**src/hw/rtl/cpcd_pkg.sv**
```systemverilog
package cpcd_pkg;

  // Store depth and derived widths
  localparam int CIRCLES_MAX = 32;
  localparam int IDX_W = $clog2(CIRCLES_MAX);
  localparam int CNT_W = $clog2(CIRCLES_MAX + 1);

  // Shared multiplier operation codes
  localparam logic [2:0] MUL_NONE = 3'd0;
  localparam logic [2:0] MUL_DXSQ = 3'd1;
  localparam logic [2:0] MUL_DYSQ = 3'd2;
  localparam logic [2:0] MUL_RSQ  = 3'd3;
  localparam logic [2:0] MUL_ROOT = 3'd4;
  localparam logic [2:0] MUL_USQ  = 3'd5;
  localparam logic [2:0] MUL_UD   = 3'd6;

  // Normal magnitude has 15 result bits, the root has 13
  localparam logic [3:0] NRM_TOP  = 4'd14;
  localparam logic [3:0] ROOT_TOP = 4'd12;

  // Controller to datapath commands
  typedef struct packed {
    logic       take;
    logic       store;
    logic       clr_i;
    logic       next_i;
    logic       rd;
    logic       diff;
    logic [2:0] op;
    logic [3:0] bitpos;
    logic       root_init;
    logic       nrm_init;
    logic       nrm_y;
    logic       save;
    logic       pend_set;
    logic       set_last;
    logic       ovf_set;
  } cmd_t;

  // Datapath to controller status
  typedef struct packed {
    logic full;
    logic empty;
    logic i_end;
    logic contact;
    logic d2_zero;
  } sts_t;

endpackage

```
**src/hw/rtl/pairwise_circle_contact_detect.sv**
```systemverilog
// Circle contact detector. Each accepted circle is checked against every circle
// stored since the last new_frame request, then stored under the next index; a
// circle that meets a full store yields one overflow result and is dropped.
// Contacts come out in rising order of the stored index, last set on the final
// one. Each contact found runs a 13-step square root and two 15-bit normal
// searches, or only the root when the centers coincide, all on one shared
// multiplier. Results wait in an output register until taken.
module pairwise_circle_contact_detect (
  input  logic                clk,
  input  logic                rst,
  input  logic                in_valid,
  output logic                in_ready,
  input  logic                new_frame,
  input  logic signed [15:0]  pos_x,
  input  logic signed [15:0]  pos_y,
  input  logic [11:0]         circle_radius,
  output logic                out_valid,
  input  logic                out_ready,
  output logic [4:0]          earlier_index,
  output logic [4:0]          later_index,
  output logic signed [15:0]  normal_x,
  output logic signed [15:0]  normal_y,
  output logic [12:0]         penetration,
  output logic                overflow,
  output logic                last
);

  cpcd_pkg::cmd_t cmd;
  cpcd_pkg::sts_t sts;

  cpcd_ctrl u_ctrl (
    .clk       (clk),
    .rst       (rst),
    .in_valid  (in_valid),
    .in_ready  (in_ready),
    .out_valid (out_valid),
    .out_ready (out_ready),
    .sts       (sts),
    .cmd       (cmd)
  );

  cpcd_datapath u_dp (
    .clk           (clk),
    .rst           (rst),
    .cmd           (cmd),
    .sts           (sts),
    .new_frame     (new_frame),
    .pos_x         (pos_x),
    .pos_y         (pos_y),
    .circle_radius (circle_radius),
    .earlier_index (earlier_index),
    .later_index   (later_index),
    .normal_x      (normal_x),
    .normal_y      (normal_y),
    .penetration   (penetration),
    .overflow      (overflow),
    .last          (last)
  );

endmodule

```
**src/hw/rtl/cpcd_datapath.sv**
```systemverilog
module cpcd_datapath (
  input  logic                  clk,
  input  logic                  rst,
  input  cpcd_pkg::cmd_t        cmd,
  output cpcd_pkg::sts_t        sts,
  input  logic                  new_frame,
  input  logic signed [15:0]    pos_x,
  input  logic signed [15:0]    pos_y,
  input  logic [11:0]           circle_radius,
  output logic [4:0]            earlier_index,
  output logic [4:0]            later_index,
  output logic signed [15:0]    normal_x,
  output logic signed [15:0]    normal_y,
  output logic [12:0]           penetration,
  output logic                  overflow,
  output logic                  last
);

  // Circle store
  logic signed [15:0] mem_x [cpcd_pkg::CIRCLES_MAX];
  logic signed [15:0] mem_y [cpcd_pkg::CIRCLES_MAX];
  logic [11:0]        mem_r [cpcd_pkg::CIRCLES_MAX];

  logic [cpcd_pkg::CNT_W-1:0] count;
  logic [cpcd_pkg::IDX_W-1:0] i;

  logic signed [15:0] px, py, qx, qy;
  logic [11:0]        pr, qr;
  logic [15:0]        adx, ady;
  logic               sx, sy;
  logic [12:0]        rs;
  logic [31:0]        dxsq, dysq;
  logic [32:0]        d2;
  logic               ctc;
  logic [12:0]        root, troot;
  logic [14:0]        m, tm, u;
  logic [29:0]        usq;
  logic [14:0]        nxm, nym;
  logic [29:0]        mul_a;
  logic [25:0]        mul_b;
  logic [55:0]        prod;
  logic [25:0]        c2;
  logic signed [16:0] dx, dy;

  assign troot = root | (13'(1) << cmd.bitpos);
  assign tm    = m | (15'(1) << cmd.bitpos);
  assign u     = {tm[13:0], 1'b0} - 15'd1;
  assign c2    = cmd.nrm_y ? dysq[25:0] : dxsq[25:0];
  assign dx    = 17'(px) - 17'(qx);
  assign dy    = 17'(py) - 17'(qy);

  // Select operands of the shared multiplier
  always_comb begin
    mul_a = '0;
    mul_b = '0;
    case (cmd.op)
      cpcd_pkg::MUL_DXSQ: begin mul_a = 30'(adx);   mul_b = 26'(adx);   end
      cpcd_pkg::MUL_DYSQ: begin mul_a = 30'(ady);   mul_b = 26'(ady);   end
      cpcd_pkg::MUL_RSQ:  begin mul_a = 30'(rs);    mul_b = 26'(rs);    end
      cpcd_pkg::MUL_ROOT: begin mul_a = 30'(troot); mul_b = 26'(troot); end
      cpcd_pkg::MUL_USQ:  begin mul_a = 30'(u);     mul_b = 26'(u);     end
      cpcd_pkg::MUL_UD:   begin mul_a = usq;        mul_b = d2[25:0];   end
      default: begin mul_a = '0; mul_b = '0; end
    endcase
  end

  assign prod = 56'(mul_a) * 56'(mul_b);

  // Store count and scan index
  always_ff @(posedge clk) begin
    if (rst) begin
      count <= '0;
      i     <= '0;
    end else begin
      if (cmd.take && new_frame) count <= '0;
      else if (cmd.store) count <= count + 1'b1;
      if (cmd.clr_i) i <= '0;
      else if (cmd.next_i) i <= i + 1'b1;
    end
  end

  // Store write and registered read
  always_ff @(posedge clk) begin
    if (cmd.store) begin
      mem_x[count[cpcd_pkg::IDX_W-1:0]] <= px;
      mem_y[count[cpcd_pkg::IDX_W-1:0]] <= py;
      mem_r[count[cpcd_pkg::IDX_W-1:0]] <= pr;
    end
    if (cmd.rd) begin
      qx <= mem_x[i];
      qy <= mem_y[i];
      qr <= mem_r[i];
    end
  end

  // Arithmetic steps
  always_ff @(posedge clk) begin
    if (cmd.take) begin
      px <= pos_x;
      py <= pos_y;
      pr <= circle_radius;
    end
    if (cmd.diff) begin
      sx  <= dx[16];
      sy  <= dy[16];
      adx <= dx[16] ? 16'(-dx) : dx[15:0];
      ady <= dy[16] ? 16'(-dy) : dy[15:0];
      rs  <= 13'(pr) + 13'(qr);
    end
    if (cmd.root_init) root <= '0;
    if (cmd.nrm_init) m <= '0;
    case (cmd.op)
      cpcd_pkg::MUL_DXSQ: dxsq <= prod[31:0];
      cpcd_pkg::MUL_DYSQ: begin
        dysq <= prod[31:0];
        d2   <= 33'(dxsq) + 33'(prod[31:0]);
      end
      cpcd_pkg::MUL_RSQ:  ctc <= d2 < 33'(prod[25:0]);
      cpcd_pkg::MUL_ROOT: if (33'(prod[25:0]) <= d2) root <= troot;
      cpcd_pkg::MUL_USQ:  usq <= prod[29:0];
      // Keep the magnitude at or below one in Q1.14
      cpcd_pkg::MUL_UD:   if (prod <= {c2, 30'd0} && tm <= 15'd16384) m <= tm;
      default: ;
    endcase
    if (cmd.save) begin
      if (cmd.nrm_y) nym <= m;
      else nxm <= m;
    end
  end

  // Result register
  always_ff @(posedge clk) begin
    if (cmd.ovf_set) begin
      earlier_index <= '0;
      later_index   <= '0;
      normal_x      <= '0;
      normal_y      <= '0;
      penetration   <= '0;
      overflow      <= 1'b1;
      last          <= 1'b1;
    end else if (cmd.pend_set) begin
      earlier_index <= 5'(i);
      later_index   <= 5'(count);
      penetration   <= rs - root;
      overflow      <= 1'b0;
      last          <= 1'b0;
      if (d2 == '0) begin
        normal_x <= 16'sd16384;
        normal_y <= '0;
      end else begin
        normal_x <= sx ? -16'(nxm) : 16'(nxm);
        normal_y <= sy ? -16'(nym) : 16'(nym);
      end
    end else if (cmd.set_last) begin
      last <= 1'b1;
    end
  end

  assign sts.full    = count == cpcd_pkg::CNT_W'(cpcd_pkg::CIRCLES_MAX);
  assign sts.empty   = count == '0;
  assign sts.i_end   = (cpcd_pkg::CNT_W'(i) + 1'b1) == count;
  assign sts.contact = ctc;
  assign sts.d2_zero = d2 == '0;

endmodule

```
**src/hw/rtl/cpcd_ctrl.sv**
```systemverilog
module cpcd_ctrl (
  input  logic            clk,
  input  logic            rst,
  input  logic            in_valid,
  output logic            in_ready,
  output logic            out_valid,
  input  logic            out_ready,
  input  cpcd_pkg::sts_t  sts,
  output cpcd_pkg::cmd_t  cmd
);

  localparam logic [3:0] S_IDLE  = 4'd0;
  localparam logic [3:0] S_CHK   = 4'd1;
  localparam logic [3:0] S_OVF   = 4'd2;
  localparam logic [3:0] S_RD    = 4'd3;
  localparam logic [3:0] S_DIFF  = 4'd4;
  localparam logic [3:0] S_SQX   = 4'd5;
  localparam logic [3:0] S_SQY   = 4'd6;
  localparam logic [3:0] S_RSQ   = 4'd7;
  localparam logic [3:0] S_TST   = 4'd8;
  localparam logic [3:0] S_ROOT  = 4'd9;
  localparam logic [3:0] S_NU    = 4'd10;
  localparam logic [3:0] S_ND    = 4'd11;
  localparam logic [3:0] S_SAV   = 4'd12;
  localparam logic [3:0] S_PUT   = 4'd13;
  localparam logic [3:0] S_NXT   = 4'd14;
  localparam logic [3:0] S_FIN   = 4'd15;

  logic [3:0] state, state_next;
  logic [3:0] bitc, bitc_next;
  logic       axis, axis_next;
  logic       pend, pend_next;
  logic       fin_armed, fin_armed_next;
  logic       store_go;

  always_ff @(posedge clk) begin
    if (rst) begin
      state     <= S_IDLE;
      bitc      <= '0;
      axis      <= 1'b0;
      pend      <= 1'b0;
      fin_armed <= 1'b0;
    end else begin
      state     <= state_next;
      bitc      <= bitc_next;
      axis      <= axis_next;
      pend      <= pend_next;
      fin_armed <= fin_armed_next;
    end
  end

  // Sequence one request through the scan
  always_comb begin
    state_next     = state;
    bitc_next      = bitc;
    axis_next      = axis;
    pend_next      = pend;
    fin_armed_next = fin_armed;
    cmd            = '0;
    cmd.bitpos     = bitc;
    cmd.nrm_y      = axis;
    in_ready       = 1'b0;
    out_valid      = 1'b0;
    store_go       = 1'b0;
    case (state)
      S_IDLE: begin
        in_ready = 1'b1;
        if (in_valid) begin
          cmd.take   = 1'b1;
          state_next = S_CHK;
        end
      end
      S_CHK: begin
        pend_next      = 1'b0;
        fin_armed_next = 1'b0;
        if (sts.full) begin
          cmd.ovf_set = 1'b1;
          state_next  = S_OVF;
        end else if (sts.empty) begin
          store_go = 1'b1;
        end else begin
          cmd.clr_i  = 1'b1;
          state_next = S_RD;
        end
      end
      S_OVF: begin
        out_valid = 1'b1;
        if (out_ready) state_next = S_IDLE;
      end
      S_RD: begin
        cmd.rd     = 1'b1;
        state_next = S_DIFF;
      end
      S_DIFF: begin
        cmd.diff   = 1'b1;
        state_next = S_SQX;
      end
      S_SQX: begin
        cmd.op     = cpcd_pkg::MUL_DXSQ;
        state_next = S_SQY;
      end
      S_SQY: begin
        cmd.op     = cpcd_pkg::MUL_DYSQ;
        state_next = S_RSQ;
      end
      S_RSQ: begin
        cmd.op     = cpcd_pkg::MUL_RSQ;
        state_next = S_TST;
      end
      S_TST: begin
        if (sts.contact) begin
          cmd.root_init = 1'b1;
          bitc_next     = cpcd_pkg::ROOT_TOP;
          state_next    = S_ROOT;
        end else begin
          state_next = S_NXT;
        end
      end
      // One root bit per cycle
      S_ROOT: begin
        cmd.op = cpcd_pkg::MUL_ROOT;
        if (bitc == '0) begin
          if (sts.d2_zero) begin
            state_next = S_PUT;
          end else begin
            cmd.nrm_init = 1'b1;
            bitc_next    = cpcd_pkg::NRM_TOP;
            axis_next    = 1'b0;
            state_next   = S_NU;
          end
        end else begin
          bitc_next = bitc - 1'b1;
        end
      end
      // One normal bit per S_NU, S_ND pair: square the trial, then compare
      S_NU: begin
        cmd.op     = cpcd_pkg::MUL_USQ;
        state_next = S_ND;
      end
      S_ND: begin
        cmd.op = cpcd_pkg::MUL_UD;
        if (bitc == '0) begin
          state_next = S_SAV;
        end else begin
          bitc_next  = bitc - 1'b1;
          state_next = S_NU;
        end
      end
      S_SAV: begin
        cmd.save = 1'b1;
        if (!axis) begin
          cmd.nrm_init = 1'b1;
          axis_next    = 1'b1;
          bitc_next    = cpcd_pkg::NRM_TOP;
          state_next   = S_NU;
        end else begin
          state_next = S_PUT;
        end
      end
      // Hand off the held result before taking the new one
      S_PUT: begin
        out_valid = pend;
        if (!pend || out_ready) begin
          cmd.pend_set = 1'b1;
          pend_next    = 1'b1;
          state_next   = S_NXT;
        end
      end
      S_NXT: begin
        if (sts.i_end) begin
          if (pend) state_next = S_FIN;
          else store_go = 1'b1;
        end else begin
          cmd.next_i = 1'b1;
          state_next = S_RD;
        end
      end
      // Mark the held result last, then deliver it
      S_FIN: begin
        if (!fin_armed) begin
          cmd.set_last   = 1'b1;
          fin_armed_next = 1'b1;
        end else begin
          out_valid = 1'b1;
          if (out_ready) begin
            pend_next = 1'b0;
            store_go  = 1'b1;
          end
        end
      end
      default: state_next = S_IDLE;
    endcase
    if (store_go) begin
      cmd.store  = 1'b1;
      state_next = S_IDLE;
    end
  end

endmodule

```
**config.mk**
```make
export PLATFORM = sky130hd
export DESIGN_NAME = pairwise_circle_contact_detect
export DESIGN_NICKNAME = d
export VERILOG_FILES = /design/src/hw/rtl/cpcd_pkg.sv /design/src/hw/rtl/pairwise_circle_contact_detect.sv /design/src/hw/rtl/cpcd_datapath.sv /design/src/hw/rtl/cpcd_ctrl.sv
export SDC_FILE = /design/constraint.sdc
export NUM_CORES = 2
export LEC_CHECK = 0
export BUFFER_PORTS_ARGS = -buffer_cell sky130_fd_sc_hd__buf_4
export CORE_MARGIN = 4
export CORE_UTILIZATION = 25
export CTS_CLUSTER_DIAMETER = 60
export DETAILED_ROUTE_END_ITERATION = 12
export PLACE_DENSITY = 0.38
export SLEW_MARGIN = 20
export SYNTH_ARGS = -nofsm -noshare
export SYNTH_HDL_FRONTEND = slang
export SYNTH_HIERARCHICAL = 1
export SYNTH_SLANG_ARGS = --single-unit
```
**constraint.sdc**
```tcl
create_clock -name clk -period 23.3 [get_ports clk]
set_input_delay 2.33 -clock clk [delete_from_list [all_inputs] [get_ports clk]]
set_output_delay 2.33 -clock clk [all_outputs]
set_load 0.005 [all_outputs]
```
==> flow_summary.json <==
{
  "vdd_drop_max_v": 0.0000603,
  "gp_congestion": 0.836,
  "wire_per_inst_um": 26.3,
  "holdPathEnd": "u_dp/normal_y[2]$_SDFFE_PP0P_",
  "cp_slowest_cell": "nand2_1",
  "slew_headroom_pct": 25.0,
  "num_rows": 231,
  "skew_ns": 0.112,
  "dr.pass1.iters": 5,
  "rr_endpoint": "u_dp/m[14]$_DFF_P_",
  "status": "completed",
  "ctsResizeCount": 0,
  "via_count": 58900,
  "p_total_mw": 8.07,
  "r2r-start": "u_ctrl/state[2]$_SDFFE_PP0P_",
  "max_cap_viol_count": 0,
  "numPlacedInstances": 12300,
  "async_reset_ff_share_pct": 0,
  "grt_usage_pct": 16.1,
  "r2r_slack_ns": 8.62,
  "port_buffers": 107,
  "rsz0062_at_grt": "false",
  "synth.top_cells.by_count": "1695 x edfxtp_1, 862 x inv_1, 675 x fa_1, 636 x nor2_1, 600 x nand2_1",
  "worstPathRequired_ns": 24.05,
  "cts_buffers": 213,
  "yosys_register_bits": 1802,
  "power.density_mw_per_mm2": 70.1,
  "start_kind": "register",
  "cts_hold_buf": 0,
  "ios": 108,
  "wirelength_mm": 334,
  "crit_path_end_kind": "register",
  "yosysTopAreaCellShare_pct": 51.0,
  "clk_pin_slew_ns": 0.06,
  "synthesis.area_sq_mm": 0.0998,
  "hold_depth": 2,
  "r2r_cells": 41,
  "cts.path.max_buffers": 4,
  "nets": 8363,
  "synth.most_common_cell": "edfxtp_1",
  "drive_gt1_share_pct": 17.1,
  "final_max_slew_viol_count": 0,
  "yosysWarnings": 6,
  "post-dp-hpwl_mm": 224,
  "grt_pass1_vias": 62000,
  "areaGrowthSynthToFinish_pct": 15.3,
  "finalCriticalPeriod_ns": 14.68,
  "fmax_mhz": 68.1,
  "synth_top_flop_cell": "edfxtp_1",
  "post_cts_buffers": 0,
  "cpMostUsedCell": "fa_1",
  "critPathKind": "reg2reg",
  "fin_tns_setup_ns": 0,
  "hp-class": "reg2reg",
  "drc": 0,
  "synth_top_area_cell": "edfxtp_1",
  "synth.distinct_cells": 101,
  "cp_slowest_stage_delay_ns": 0.90,
  "avgViaCountPerCell": 4.63,
  "setup_viol_count_final": 0,
  "crit_path_max_fanout": 23,
  "syn-num-nets": 8131,
  "clock-sinks": 1802,
  "initial_core_util_pct": 25.2,
  "die_x_um": 640,
  "final_cells": 12700,
  "die_y_um": 640,
  "core_sq_mm": 0.397,
  "syn_avg_cell_area_sq_um": 14.1,
  "synth_area_leaders": "edfxtp_1 51%, fa_1 14%, mux4_2 9.9%",
  "ys_seq_area_share_pct": 53.2,
  "synth_edf_count": 1695,
  "antenna_left": 0,
  "insertion_delay_ns": 0.90,
  "grt_pass1_wl_mm": 475,
  "post-route-period-util_pct": 63.0,
  "grt_max_degree": 100,
  "root_buffer": "clkbuf_16",
  "die-area_sq_mm": 0.409,
  "min_from": "u_dp/normal_y[2]$_SDFFE_PP0P_",
  "critPathArrivalTime_ns": 15.43,
  "grt_overflow": 0,
  "leakagePower_nw": 41.4,
  "antenna_found_initial": 17,
  "tightest_slew_ns": 1.12,
  "cts_tree": "yes",
  "synthCells": 7061,
  "hold_viol": 0,
  "htree_levels": 4,
  "drtIter0Drc": 4332
}
-- routing by layer --
metal,vias to the layer above,track usage [%],part of all wire [%]
li1,25600,-,-
met1,31600,21.9,44
met2,1363,27.8,50
met3,368,1.54,3.7
met4,0,3.71,2.2
met5,-,0,0
-- state kept, by name (all words and copies together) (netlist names), 12 cells and up --
name,count
u_dp/adx,16
u_dp/ady,16
u_dp/d2,33
u_dp/dxsq,32
u_dp/dysq,26
u_dp/m,15
u_dp/mem_r,384
u_dp/mem_x,512
u_dp/mem_y,512
u_dp/normal_x,16
u_dp/normal_y,16
u_dp/nxm,15
u_dp/nym,15
u_dp/penetration,13
u_dp/pr,12
u_dp/px,16
u_dp/py,16
u_dp/qr,12
u_dp/qx,16
u_dp/qy,16
u_dp/root,13
u_dp/rs,13
u_dp/usq,30
-- worst max-delay path by stage --
stage | from | to | slack (ns) | cells past startpoint
6_report | u_ctrl/state[2]$_SDFFE_PP0P_ | u_dp/m[14]$_DFF_P_ | 8.62 | 41
5_1_grt | u_ctrl/state[3]$_SDFFE_PP0P_ | u_dp/m[14]$_DFF_P_ | 7.87 | 44
4_1_cts | u_ctrl/state[0]$_SDFFE_PP0P_ | u_dp/m[14]$_DFF_P_ | 8.61 | 43
3_5_place_dp | u_ctrl/state[0]$_SDFFE_PP0P_ | u_dp/m[14]$_DFF_P_ | 8.70 | 43
3_3_place_gp | u_ctrl/state[0]$_SDFFE_PP0P_ | u_dp/m[14]$_DFF_P_ | 8.84 | 43
2_1_floorplan | u_ctrl/state[3]$_SDFFE_PP0P_ | u_dp/m[4]$_DFF_P_ | 10.10 | 43
-- metrics by stage --
stage / worst slack, ns / hold slack [ns] / utilization (%) / area [sq um]
floorplan: 10.10 / 0.448 / - / 99800
global placement: 8.84 / 0.454 / 27.2 / 108000
detailed placement: 8.70 / 0.456 / 27.2 / 108000
CTS: 8.61 / 0.465 / 29.0 / 115000
global route: 7.87 / 0.477 / 29.0 / 115000
finish: 8.62 / 0.461 / 29.0 / 115000
-- layout by cell type (no fill, tap or decap), types with 13 or more instances in the layout --
cell type / n
dfxtp_1: 101
ha_1: 346
nor2_4: 34
clkinv_1: 46
a21boi_0: 13
bufinv_16: 18
inv_1: 862
a31oi_1: 17
buf_4: 342
mux2_2: 56
o21ai_0: 125
and3_1: 35
o21bai_1: 13
xnor2_1: 133
nand3_1: 65
nand4_1: 30
edfxtp_1: 1695
nand2_1: 599
a211oi_1: 19
clkbuf_1: 46
a21o_1: 77
nor2_1: 600
xor2_1: 62
a22oi_1: 33
and2_1: 30
nor4_1: 18
nor2b_1: 29
or3_1: 14
nor3_1: 68
a21oi_1: 178
o21a_1: 30
nand2b_1: 42
o31ai_1: 13
fa_1: 675
mux4_2: 440
clkbuf_16: 215
clkinv_2: 30
mux2i_1: 49
-- area by class of cell --
cell class,count,area [sq um]
clock inverter,125,1300
multi-input combinational,4060,42500
tap,5242,6560
inverter,865,3250
clock buffer,269,5650
sequential,1802,53100
timing repair buffer,351,2720
fill,40200,281000
antenna,7,17.5
-- power breakdown --
| part | internal, mW | switching [mW] | total (mW) | leakage [nW] |
|---|---|---|---|---|
| combinational | 0.266 | 0.637 | 0.903 | 21.9 |
| clock | 1.93 | 1.38 | 3.31 | 3.37 |
| sequential | 3.80 | 0.0565 | 3.85 | 16.1 |
| total | 5.99 | 2.08 | 8.07 | 41.4 |
-- worst max-delay path: cells and delay by family (launching register included) --
kind            cells  cell delay, ns
xor+xnor            1            0.18
simple gates       12            4.02
fa+ha+maj           9            4.32
compound gates     13            4.65
buf+inv             6            0.54
flops               1            0.79
-- cells by family (layout without fill, tap and decap cells) --
group / Yosys count / in the layout / share of synthesized area [%]
other: 0 / 7 / 0
and+or+nand+nor: 1636 / 1636 / 7.11
buffers and inverters: 1199 / 1610 / 4.57
AOI/OAI and AO/OA: 661 / 661 / 4.46
muxes: 545 / 545 / 11.1
adders and majority gates: 1021 / 1021 / 17.9
xor gates and xnor gates: 197 / 197 / 1.74
DFF: 1802 / 1802 / 53.2
(Power assumes the default switching activity.)
